==> config.mk <==
export PLATFORM = sky130hd
export DESIGN_NAME = ephd_front
export DESIGN_NICKNAME = d
export VERILOG_FILES = /design/src/design/ephd_pkg.sv /design/src/design/ephd_front.sv
export SDC_FILE = /design/constraint.sdc
export NUM_CORES = 1
export LEC_CHECK = 0
export BUFFER_PORTS_ARGS = -buffer_cell sky130_fd_sc_hd__buf_2
export CELL_PAD_IN_SITES_DETAIL_PLACEMENT = 1
export CELL_PAD_IN_SITES_GLOBAL_PLACEMENT = 2
export CORE_UTILIZATION = 21
export DETAILED_ROUTE_END_ITERATION = 10
export PLACE_DENSITY = 0.7
export SLEW_MARGIN = 20
export SYNTH_ARGS = -nofsm -noshare
export SYNTH_HDL_FRONTEND = slang
export SYNTH_SLANG_ARGS = --single-unit
==> constraint.sdc <==
create_clock -name clk -period 1.3 [get_ports clk]
set_input_delay 0.195 -clock clk [delete_from_list [all_inputs] [get_ports clk]]
set_output_delay 0.195 -clock clk [all_outputs]
set_load 0.03 [all_outputs]
==> src/design/ephd_pkg.sv <==
// ----------------------------------------------------------------------------
// ephd_pkg
// Shared types, field widths and helpers of the peak hold event detector.
// ----------------------------------------------------------------------------
package ephd_pkg;

  // Fixed field widths
  localparam int OFF_W     = 11;  // window_offset input field
  localparam int CMD_OFF_W = 16;  // reduced offset, covers the largest ring
  localparam int PEAK_W    = 31;
  localparam int CNT_W     = 17;
  localparam int CFG_IDX_W = 2;
  localparam int CFG_W     = 32;
  localparam int PROD_W    = 66;

  // Configuration register indexes
  localparam logic [CFG_IDX_W-1:0] REG_SAMPLE_SCALE   = 2'd0;
  localparam logic [CFG_IDX_W-1:0] REG_MEAN_RATE      = 2'd1;
  localparam logic [CFG_IDX_W-1:0] REG_PEAK_THRESHOLD = 2'd2;
  localparam logic [CFG_IDX_W-1:0] REG_HOLD_COUNT     = 2'd3;

  // Configuration reset values
  localparam logic [31:0]       SCALE_RESET     = 32'd97924;
  localparam logic [15:0]       RATE_RESET      = 16'd655;
  localparam logic [PEAK_W-1:0] THRESHOLD_RESET = 31'd1677722;
  localparam logic [15:0]       HOLD_RESET      = 16'd1000;

  localparam logic [CNT_W-1:0]  CNT_MAX  = '1;
  localparam logic [PEAK_W-1:0] PEAK_MAX = '1;

  // Input action codes
  localparam logic ACT_SAMPLE = 1'b0;
  localparam logic ACT_READ   = 1'b1;

  // Command word handed from the front end to the back end
  typedef struct packed {
    logic                  is_read;
    logic signed [31:0]    sample;   // sign-extended converter sample
    logic [CMD_OFF_W-1:0]  offset;   // window offset, already below ring depth
  } cmd_t;

  // Saturate a wide signed value to 32 bits
  function automatic logic signed [31:0] sat32(input logic signed [PROD_W-1:0] v);
    logic signed [PROD_W-1:0] hi;
    logic signed [PROD_W-1:0] lo;
    hi = PROD_W'(64'sd2147483647);
    lo = PROD_W'(-64'sd2147483648);
    if (v > hi) begin
      return 32'sh7fffffff;
    end else if (v < lo) begin
      return 32'sh80000000;
    end
    return 32'(v);
  endfunction

endpackage

==> src/design/ephd_front.sv <==
// ----------------------------------------------------------------------------
// ephd_front
// Input stage: takes one word, decodes it into a command and reduces the
// window offset modulo the ring depth before queueing it.
// ----------------------------------------------------------------------------
module ephd_front #(
  parameter int RING_DEPTH  = 2048,
  parameter int SAMPLE_BITS = 24
) (
  input  logic                                          clk,
  input  logic                                          rst,
  input  logic                                          s_tvalid,
  output logic                                          s_tready,
  input  logic [((SAMPLE_BITS+ephd_pkg::OFF_W+7)/8)*8-1:0] s_tdata,
  input  logic                                          s_tuser,
  output logic                                          q_push,
  output ephd_pkg::cmd_t                                q_cmd,
  input  logic                                          q_full
);

  localparam logic [ephd_pkg::CMD_OFF_W:0] DEPTH_C = (ephd_pkg::CMD_OFF_W+1)'(RING_DEPTH);

  logic                           busy;
  logic                           is_read;
  logic signed [31:0]             sample;
  logic [ephd_pkg::OFF_W-1:0]     offset;
  logic [ephd_pkg::CMD_OFF_W:0]   off_ext;
  logic                           off_big;
  logic signed [SAMPLE_BITS-1:0]  raw_s;

  assign raw_s   = s_tdata[SAMPLE_BITS-1:0];
  assign off_ext = (ephd_pkg::CMD_OFF_W+1)'(offset);
  assign off_big = is_read && (off_ext >= DEPTH_C);

  // Hand the held word on once its offset is in range
  assign q_push   = busy && !off_big && !q_full;
  assign s_tready = !busy || q_push;

  assign q_cmd.is_read = is_read;
  assign q_cmd.sample  = sample;
  assign q_cmd.offset  = ephd_pkg::CMD_OFF_W'(offset);

  // Hold the accepted word and step its offset down
  always_ff @(posedge clk) begin
    if (rst) begin
      busy <= 1'b0;
    end else begin
      if (s_tvalid && s_tready) begin
        busy    <= 1'b1;
        is_read <= (s_tuser == ephd_pkg::ACT_READ);
        sample  <= 32'(raw_s);
        offset  <= s_tdata[SAMPLE_BITS +: ephd_pkg::OFF_W];
      end else if (q_push) begin
        busy <= 1'b0;
      end else if (busy && off_big) begin
        offset <= ephd_pkg::OFF_W'(off_ext - DEPTH_C);
      end
    end
  end

endmodule

==> impl_metrics.tcl <==
set metrics [dict create \
    crit_fanout 3 \
    setup_viol 0 \
    grt_max_degree 26 \
    place_hpwl_um 2229 \
    min_delay_path_depth 1 \
    synth_area_per_cell_um2 21.57 \
    hold_violations 0 \
    stdcell_area_um2 1827 \
    wl_per_cell_um 12.39 \
    antenna_found_initial 0 \
    cts_buffers 5 \
    r2r_slack_ps 200 \
    place_congestion 0.6633 \
    synthDistinctLibCells 9 \
    syn-cell-area_um2 1251 \
    die_h_um 79.19 \
    maxSlewViolCount 0 \
    cts_root_buf "clkbuf_8" \
    grt_overflow 0 \
    yosysSeqAreaShare_pct 88.00 \
    drive_gt1_share_pct 67.13 \
    setup.worst_path.end_class "primary output" \
    vdd_ir_drop_max_v 0.0005073 \
    max-clock-path-buffers 2 \
    synth-seq-cells 37 \
    design.core.area_um2 5608 \
    timing.final.crit_share_pct 90.97 \
    crit_type "reg2out" \
    drt_first_pass_iters 4 \
    die_w_um 79.19 \
    rsz0062_at_grt "false" \
    cts.repair.resized 0 \
    fin_setup_tns_ps 0 \
    synth_warnings 0 \
    rr_worst_depth 3 \
    ant_nets 0 \
    io_pins 96 \
    io_buffers 85 \
    cp.required_ps 1110 \
    status "finished, final reports clean" \
    grt_pass1_vias 848 \
    clock-sinks 37 \
    htree_num_levels 2 \
    ctsHoldBuffers 0 \
    power.density_nw_per_um2 1430 \
    fin_crit_ps 1183 \
    fin_skew_ps 3.709 \
    cp-start-kind "flop" \
    first_iter_violations 12 \
    final_nets 187 \
    cts_tree "yes" \
    postCtsSetupBuffers 0 \
    wl_um 2664 \
    drc_errors 0 \
    grt_usage_pct 8.831 \
    die_area_um2 6271 \
    grt_pass1_wl_um 4098 \
    cp_data_arrival_time_ps 990 \
    vias 776 \
    clk_pin_slew_ps 70 \
    hold_class "in2reg" \
    clk_latency_ps 280 \
    floorplan.initialDensity_pct 22.31 \
    max_cap_viol_count 0 \
    p_leak_nw 0.7867 \
    rows 27 \
    syn_inst 58 \
    placed_area_um2 1720 \
    post_drt_via_cell_ratio 3.609 \
    syn2layout_area_growth_pct 46.00 \
    antennaDiodeCount 0 \
    max_freq_ghz 0.8456 \
]
==> final timing paths <==
path                to   startpoint
max             q_push         busy
min reg2reg       busy         busy
min          offset[5]  s_tdata[29]
max reg2reg  sample[9]         busy
==> registers in the layout, indices dropped and copies added, names as in the netlist <==
name     flops
sample      24
offset      11
busy         1
is_read      1
==> power breakdown <==
part	leakage (nW)	switching (mW)	internal (mW)
clock	0.0528	0.365	0.566
combinational	0.390	0.201	0.0977
sequential	0.344	0.0146	1.37
total	0.787	0.581	2.03
==> worst max-delay path: stages (launching register included) <==
cell     delay (ps)
dfxtp_1         370
and2b_2         150
buf_2           180
==> area by class of cell <==
type	instances	area, um^2
clock inverter	2	33.78
clock buffer	6	72.57
sequential	37	1101
tap	72	90.09
fill	616	3781
timing repair buffer	87	465.4
multi-input combinational	11	63.81
==> stage by stage <==
step	total power [mW]	hold slack [ps]	worst slack, ps	instances	util (%)
6_report	2.613	86.18	117.4	215	32.57
5_1_grt	2.726	69.83	56.91	215	32.57
4_1_cts	2.661	73.63	103.2	215	32.57
3_5_place_dp	1.715	373.9	196.1	207	30.68
3_3_place_gp	1.708	372.8	214.6	207	30.68
2_1_floorplan	1.603	267.4	77.77	62	-
==> per-layer routing <==
| metal | global-route usage (%) | vias up | routed length [um] |
|---|---|---|---|
| li1 | - | 360 | - |
| met1 | 8.945 | 354 | 1046 |
| met2 | 16.12 | 60 | 1337 |
| met3 | 3.908 | 2 | 265 |
| met4 | 2.727 | 0 | 15 |
| met5 | 0 | - | 0 |
==> layout by cell type (no fill, tap or decap) <==
cell type,count
clkbuf_8,5
a21oi_1,1
edfxtp_1,36
dfxtp_1,1
buf_2,85
nand2_2,1
and3b_1,1
and2b_2,1
clkbuf_1,1
bufinv_16,1
conb_1,5
nor2_1,1
and3b_4,1
buf_12,2
clkinv_1,1
==> logic make-up (layout without fill, tap and decap cells) <==
| family | Yosys count | after routing | synth area share (%) |
|---|---|---|---|
| buf+inv | 14 | 95 | 8.400 |
| compound gates | 1 | 1 | 0.3996 |
| flops | 37 | 37 | 88.00 |
| simple gates | 5 | 5 | 2.900 |
| other cells | 1 | 5 | 0.2997 |
==> cells in the mapped netlist, drive strengths merged <==
cell    number  area, um^2
and2b        1       8.760
dfxtp        1       20.02
buf         14       105.1
and3b        2       17.52
nor2         1       3.750
nand2        1       6.260
edfxtp      36        1081
a21oi        1       5.000
conb         1       3.750
(Power assumes the default switching activity.)
