[src/design/ephd_pkg.sv]
// ----------------------------------------------------------------------------
// ephd_pkg
// Shared types, field widths and helpers of the peak hold event detector.
// ----------------------------------------------------------------------------
package ephd_pkg;

  // Fixed field widths
  localparam int OFF_W     = 11;  // window_offset input field
  localparam int CMD_OFF_W = 16;  // reduced offset, covers the largest ring
  localparam int PEAK_W    = 31;
  localparam int CNT_W     = 17;
  localparam int CFG_IDX_W = 2;
  localparam int CFG_W     = 32;
  localparam int PROD_W    = 66;

  // Configuration register indexes
  localparam logic [CFG_IDX_W-1:0] REG_SAMPLE_SCALE   = 2'd0;
  localparam logic [CFG_IDX_W-1:0] REG_MEAN_RATE      = 2'd1;
  localparam logic [CFG_IDX_W-1:0] REG_PEAK_THRESHOLD = 2'd2;
  localparam logic [CFG_IDX_W-1:0] REG_HOLD_COUNT     = 2'd3;

  // Configuration reset values
  localparam logic [31:0]       SCALE_RESET     = 32'd97924;
  localparam logic [15:0]       RATE_RESET      = 16'd655;
  localparam logic [PEAK_W-1:0] THRESHOLD_RESET = 31'd1677722;
  localparam logic [15:0]       HOLD_RESET      = 16'd1000;

  localparam logic [CNT_W-1:0]  CNT_MAX  = '1;
  localparam logic [PEAK_W-1:0] PEAK_MAX = '1;

  // Input action codes
  localparam logic ACT_SAMPLE = 1'b0;
  localparam logic ACT_READ   = 1'b1;

  // Command word handed from the front end to the back end
  typedef struct packed {
    logic                  is_read;
    logic signed [31:0]    sample;   // sign-extended converter sample
    logic [CMD_OFF_W-1:0]  offset;   // window offset, already below ring depth
  } cmd_t;

  // Saturate a wide signed value to 32 bits
  function automatic logic signed [31:0] sat32(input logic signed [PROD_W-1:0] v);
    logic signed [PROD_W-1:0] hi;
    logic signed [PROD_W-1:0] lo;
    hi = PROD_W'(64'sd2147483647);
    lo = PROD_W'(-64'sd2147483648);
    if (v > hi) begin
      return 32'sh7fffffff;
    end else if (v < lo) begin
      return 32'sh80000000;
    end
    return 32'(v);
  endfunction

endpackage

[src/design/ephd_queue.sv]
// ----------------------------------------------------------------------------
// ephd_queue
// Two-entry command queue between the front end and the back end.
// ----------------------------------------------------------------------------
module ephd_queue (
  input  logic           clk,
  input  logic           rst,
  input  logic           push,
  input  ephd_pkg::cmd_t push_cmd,
  output logic           full,
  input  logic           pop,
  output logic           valid,
  output ephd_pkg::cmd_t pop_cmd
);

  ephd_pkg::cmd_t slots [2];
  logic           wr_ptr;
  logic           rd_ptr;
  logic [1:0]     count;
  logic           do_push;
  logic           do_pop;

  assign full    = (count == 2'd2);
  assign valid   = (count != 2'd0);
  assign do_push = push && !full;
  assign do_pop  = pop && valid;
  assign pop_cmd = slots[rd_ptr];

  // Store and advance pointers
  always_ff @(posedge clk) begin
    if (rst) begin
      wr_ptr <= 1'b0;
      rd_ptr <= 1'b0;
      count  <= 2'd0;
    end else begin
      if (do_push) begin
        slots[wr_ptr] <= push_cmd;
        wr_ptr        <= !wr_ptr;
      end
      if (do_pop) begin
        rd_ptr <= !rd_ptr;
      end
      if (do_push && !do_pop) begin
        count <= count + 2'd1;
      end else if (do_pop && !do_push) begin
        count <= count - 2'd1;
      end
    end
  end

endmodule

[config.mk]
export PLATFORM = sky130hd
export DESIGN_NAME = ephd_queue
export DESIGN_NICKNAME = d
export VERILOG_FILES = /design/src/design/ephd_pkg.sv /design/src/design/ephd_queue.sv
export SDC_FILE = /design/constraint.sdc
export NUM_CORES = 1
export LEC_CHECK = 0
export BUFFER_PORTS_ARGS = -buffer_cell sky130_fd_sc_hd__buf_2
export CAP_MARGIN = 20
export CORE_UTILIZATION = 46
export CTS_CLUSTER_DIAMETER = 100
export DETAILED_ROUTE_END_ITERATION = 16
export PLACE_DENSITY_LB_ADDON = 0.15
export SETUP_SLACK_MARGIN = 0.3
export SYNTH_ARGS = -nofsm -noshare
export SYNTH_HDL_FRONTEND = slang
export SYNTH_SLANG_ARGS = --single-unit
[constraint.sdc]
create_clock -name clk -period 4.8 [get_ports clk]
set_clock_uncertainty 0.1 [all_clocks]
set_input_delay 0 -clock clk [delete_from_list [all_inputs] [get_ports clk]]
set_output_delay 0 -clock clk [all_outputs]
set_load 0.05 [all_outputs]
==> results of run 1 <==
==> metrics by stage <==
step	utilization, %	worst slack (ns)	cell area, um2	std cells	hold slack, ns
finish	66.5	2.59	5190	451	0.256
global route	66.5	2.46	5190	451	0.240
CTS	66.5	2.53	5190	451	0.235
detailed placement	56.7	2.91	4430	383	0.0914
global placement	56.7	2.94	4430	383	0.0875
floorplan	-	1.51	3770	178	-0.0309
==> sequential cells by signal (all words and copies together) (netlist names), named ones only <==
signal	cells
rd_ptr	1
slots	98
wr_ptr	1
count	2
==> how the worst max path moves through the flow <==
stage               startpoint           to  cells after the start
CTS                       flop  pop_cmd[16]                      3
finish                    flop   pop_cmd[4]                      3
detailed placement    count[1]     count[1]                      6
floorplan             count[1]  slots[1][0]                      3
global route              flop   pop_cmd[4]                      3
global placement          flop   pop_cmd[4]                      3
==> logic make-up (layout without fill, tap and decap cells) <==
family,after synthesis,in the layout,share of synthesized area [%]
DFF,103,103,81.0
muxes,49,49,14.7
and+or+nand+nor,10,10,1.53
buffers and inverters,7,178,1.10
AOI/OAI and AO/OA,5,5,0.666
xor gates and xnor gates,3,3,0.699
adders and majority gates,1,1,0.333
==> power by group <==
part           switching [mW]  internal (mW)
Combinational           0.608          0.280
Sequential             0.0494           1.07
Clock                   0.284          0.328
Total                   0.942           1.68
==> per-layer routing <==
metal  up-vias  track usage, %  part of all wire, %
met5         -               0                    0
met4         0            8.98                  2.0
met3        10            3.78                  5.4
li1       1026               -                    -
met2        68            25.5                   47
met1      1020            21.1                   45
==> cell type report <==
type	instances	area (um2)	area share, %
sequential	103	3040	58.7
multi-input combinational	68	696	13.4
inverter	2	7.51	0.145
tap	102	128	2.46
clock inverter	5	88.8	1.71
clock buffer	11	151	2.92
timing repair buffer	160	1070	20.7
==> placed cells by master (no fill, tap or decap) <==
master         instances
inv_1                  2
clkbuf_8              11
dfxtp_1                4
nor2b_2                1
xor2_1                 3
mux2_2                49
or2_2                  1
edfxtp_1              98
buf_4                  5
nor2_1                 3
nor3b_4                1
nand2b_1               1
clkinv_4               2
or3_1                  2
ha_1                   1
buf_2                103
dlygate4sd3_1         52
nor3_4                 1
dfxtp_2                1
a21oi_1                2
o21ai_0                3
inv_8                  1
bufinv_16              2
==> timing repair <==
| item | CTS | global route |
|---|---|---|
| setup endpoints to repair | 0 | 0 |
| endpoints found under the hold margin | 103 | 0 |
| hold buffers | 52 | 0 |
==> flow_summary.json, run 1 <==
{
  "cts_buffer_depth": 2,
  "cp-end-kind": "output port",
  "relSlewSlack_pct": 64.1,
  "pin_count": 104,
  "grt-ovfl-total": 0,
  "finalHoldViolCount": 0,
  "cpMaxStageDelayCell": "dfxtp_2",
  "rrSetupSlack_ns": 2.89,
  "status": "finished, final reports clean",
  "detail-route-antenna-nets": 0,
  "max_freq_ghz": 0.452,
  "ir_worst_vdd_mv": 0.252,
  "area_growth_pct": 38.1,
  "row_count": 32,
  "r2r_end": "count[1]",
  "synthArstFlopShare_pct": 0,
  "fillers": 588,
  "synth-seq-cells": 103,
  "crit_family": "flip-flops",
  "ys.flop_type": "edfxtp_1",
  "path_class": "flop to output port",
  "cp.buffers_inverters": 2,
  "worstPathRequired_ns": 4.70,
  "yosys.cell_types.count": 18,
  "yosys.area.top_type": "edfxtp_1",
  "r2r-start": "count[1]",
  "netlist_area_um2": 3760,
  "cp_max_fo": 27,
  "grt_pass1_wl_um": 10100,
  "hold_end": "slots[1][4]",
  "synth.area.top_cells": "edfxtp_1 (78%), mux2_2 (15%), dfxtp_1 (2.7%)",
  "drc": 0,
  "antenna_found_initial": 0,
  "cap_violations": 0,
  "post_cts_resized": 0,
  "core-area_um2": 7810,
  "min-delay-start": "push_cmd[4]",
  "grt_pass1_vias": 2087,
  "place_hpwl_um": 4030,
  "initial_core_util_pct": 48.1,
  "layout.nets": 398,
  "design.die.area_um2": 8530,
  "period_share_pct": 46.1,
  "drt_wl_total_um": 6640,
  "drive_gt1_share_pct": 51.0,
  "clk_latency_ns": 0.36,
  "die_y_um": 92.4,
  "via_per_inst": 4.71,
  "slew_viol_final": 0,
  "syn_nets": 232,
  "synthTopCellsByCount": "edfxtp_1 (98), mux2_2 (49), dfxtp_1 (5)",
  "crit_path_start_kind": "flop",
  "cts_tree": "built",
  "min_period_ns": 2.21,
  "setup-violations-final": 0,
  "path_cells": "buf_4 > mux2_2 > buf_2",
  "total_leakage_power_nw": 1.96,
  "synth_cells": 178,
  "drtIter0Drc": 43,
  "cts_root_buf": "clkbuf_8",
  "rsz0062_at_grt": "no",
  "power_density_nw_per_um2": 505,
  "cp_slowest_stage_delay_ns": 0.69,
  "port_buffers": 103,
  "rr_worst_depth": 6,
  "holdPathStages": 2,
  "tightestPinTransition_ns": 0.539,
  "diodes": 0,
  "synth.top_cell.area_share_pct": 78.3,
  "min_path_type": "input port to flop",
  "postCtsSetupBuffers": 0,
  "ys_seq_area_share_pct": 81.0,
  "ys_warn_count": 0,
  "wl_per_cell_um": 14.7,
  "worst_ep_arrival_time_ns": 2.11,
  "synth-edff-count": 98,
  "h-tree-depth": 3,
  "total_power_mw": 2.62,
  "grt_max_degree": 28,
  "cts.clk_slew.worst_paths_ns": 0.10,
  "grt_usage_pct": 16.3,
  "avgSynthCellArea_um2": 21.1,
  "die_width_um": 92.4,
  "num_vias": 2124,
  "fin_setup_tns_ns": 0,
  "post-synth-top-count-cell": "edfxtp_1",
  "dr.pass1.iters": 4,
  "cts.sinks": 103,
  "cts_inserted_buffers": 9,
  "gp_congestion": 0.716
}
(Power assumes the default switching activity.)
==> run 2, diff against run 1 <==
- ABC_AREA: unset -> 1
- CORE_UTILIZATION: 46 -> 52
- clock period: 4.8 -> 2.2 ns (I/O delays scaled with it)
==> flow_summary.json, run 2 <==
{
  "h-tree-depth": 3,
  "synthTopCellsByCount": "edfxtp_1 (98), mux2_2 (39), mux2_4 (10)",
  "cp_max_fo": 30,
  "core-area_um2": 6940,
  "post-synth-top-count-cell": "edfxtp_1",
  "setup-violations-final": 0,
  "rsz0062_at_grt": "no",
  "diodes": 0,
  "cts.clk_slew.worst_paths_ns": 0.09,
  "drt_wl_total_um": 6870,
  "final_cell_mix": "buf_2 (103), edfxtp_1 (98), dlygate4sd3_1 (52)",
  "grt_max_degree": 31,
  "antenna_found_initial": 0,
  "ir_worst_vdd_mv": 0.794,
  "power_density_nw_per_um2": 1020,
  "clk_latency_ns": 0.35,
  "top_register": "slots",
  "layout.nets": 411,
  "num_vias": 2199,
  "total_power_mw": 5.29,
  "port_buffers": 103,
  "drc": 0,
  "max_freq_ghz": 0.561,
  "cts_inserted_buffers": 9,
  "avgSynthCellArea_um2": 20.1,
  "detail-route-antenna-nets": 0,
  "area_growth_pct": 35.4,
  "ys_warn_count": 0,
  "post_cts_resized": 0,
  "grt-ovfl-total": 0,
  "cap_violations": 0,
  "synth-edff-count": 98,
  "rr_worst_depth": 6,
  "cts_tree": "built",
  "path_class": "flop to output port",
  "design.die.area_um2": 7710,
  "slew_viol_final": 0,
  "yosys.cell_types.count": 16,
  "relSlewSlack_pct": 70.7,
  "min-delay-start": "push",
  "die_width_um": 87.8,
  "holdPathStages": 5,
  "synth.top_cell.area_share_pct": 76.9,
  "period_share_pct": 81.1,
  "drtIter0Drc": 122,
  "min_period_ns": 1.78,
  "synth-seq-cells": 103,
  "synthArstFlopShare_pct": 0,
  "pin_count": 104,
  "fin_setup_tns_ns": 0,
  "initial_core_util_pct": 55.1,
  "synth.area.top_cells": "edfxtp_1 (77%), mux2_2 (11%), mux2_4 (3.9%)",
  "min_path_type": "input port to flop",
  "rrSetupSlack_ns": 0.57,
  "worstPathRequired_ns": 2.10,
  "die_y_um": 87.8,
  "largest_reg_flops": 98,
  "worst_ep_arrival_time_ns": 1.68,
  "cp-end-kind": "output port",
  "ys.flop_type": "edfxtp_1",
  "wl_per_cell_um": 15.0,
  "r2r-start": "count[1]",
  "dr.pass1.iters": 4,
  "total_leakage_power_nw": 2.00,
  "crit_path_start_kind": "flop",
  "cts_root_buf": "clkbuf_8",
  "finalHoldViolCount": 0,
  "grt_pass1_wl_um": 10600,
  "row_count": 30,
  "r2r_end": "slots[0][15]",
  "grt_pass1_vias": 2232,
  "cts_buffer_depth": 2,
  "syn_nets": 244,
  "tightestPinTransition_ns": 0.440,
  "mostFrequentLayoutCell": "buf_2",
  "drive_gt1_share_pct": 49.4,
  "netlist_area_um2": 3830,
  "placed_cells": 390,
  "gp_congestion": 0.672,
  "status": "finished, final reports clean",
  "ys_seq_area_share_pct": 79.5,
  "instances_no_fill": 458,
  "synth_cells": 190,
  "via_per_inst": 4.80,
  "yosys.area.top_type": "edfxtp_1",
  "top_regs": "slots (98), count (2)",
  "hold_end": "count[0]",
  "place_hpwl_um": 4220,
  "grt_usage_pct": 18.9,
  "cts.sinks": 103
}
-- run 2: cell types whose count changed in the layout (fill, tap and decap cells not counted), sizes merged, moves of 2 or more --
cell | before | now
or3 | 2 | 0
xor2 | 3 | 0
inv | 3 | 12
clkbuf | 11 | 9
bufinv | 2 | 0
nand3 | 0 | 2
nor2 | 3 | 6
nand2 | 0 | 9
-- run 2: cell families (layout without fill, tap and decap cells) --
family / Yosys count / in the layout / synth area share, %
simple gates: 19 / 19 / 2.03
flops: 103 / 103 / 79.5
buf+inv: 13 / 185 / 2.06
fa+ha+maj: 1 / 1 / 0.327
mux: 49 / 49 / 15.4
compound gates: 5 / 5 / 0.654
-- run 2: worst max-delay path: stages, from the launching register on --
cell and delay, ns:
dfxtp_2 0.33, buf_4 0.38, mux2_2 0.40, buf_2 0.21
-- run 2: area by class of cell --
type / instances / area (um2)
flip-flops and latches: 103 / 3050
multi-input cells: 74 / 727
clock buffers: 9 / 124
well taps: 96 / 120
clock inverters: 7 / 55.1
repair buffers: 161 / 1080
inverters: 8 / 30.0
fillers: 440 / 1760
-- run 2: routing by layer --
layer  share of wire (%)  wire length (um)  track usage (%)  vias up
li1                    -                 -                -     1060
met1                  41              2840             23.7     1072
met2                  53              3670             32.8       63
met3                 4.9               336             4.52        4
met4                0.33                23             5.81        0
met5                   0                 0                0        -
-- run 2: how the worst max path moves through the flow --
stage | start | endpoint | slack (ns) | depth (start not counted)
3_5_place_dp | count[1] | slots[0][40] | 0.60 | 6
6_report | flop | pop_cmd[21] | 0.42 | 3
4_1_cts | flop | pop_cmd[21] | 0.37 | 3
5_1_grt | flop | pop_cmd[21] | 0.33 | 3
2_1_floorplan | count[1] | slots[1][0] | 0.02 | 3
3_3_place_gp | count[1] | slots[0][32] | 0.65 | 6
-- run 2: metrics by stage --
stage / setup slack [ns] / cell area, um2 / hold slack (ns) / utilization, %
4_1_cts: 0.371 / 5180 / 0.127 / 74.6
3_5_place_dp: 0.602 / 4480 / 0.0911 / 64.6
3_3_place_gp: 0.650 / 4480 / 0.0881 / 64.6
5_1_grt: 0.327 / 5180 / 0.171 / 74.6
2_1_floorplan: 0.0185 / 3850 / -0.0309 / -
6_report: 0.417 / 5180 / 0.166 / 74.6
-- run 2: what timing repair did --
action / 4_1_cts / 5_1_grt
buffers inserted: 0 / 0
hold endpoints to repair: 103 / 0
hold buffers: 52 / 0
-- run 2: report_power, final --
group / switching [mW] / internal [mW]
Combinational: 1.27 / 0.565
Clock: 0.638 / 0.428
Sequential: 0.0488 / 2.34
Total: 1.95 / 3.33
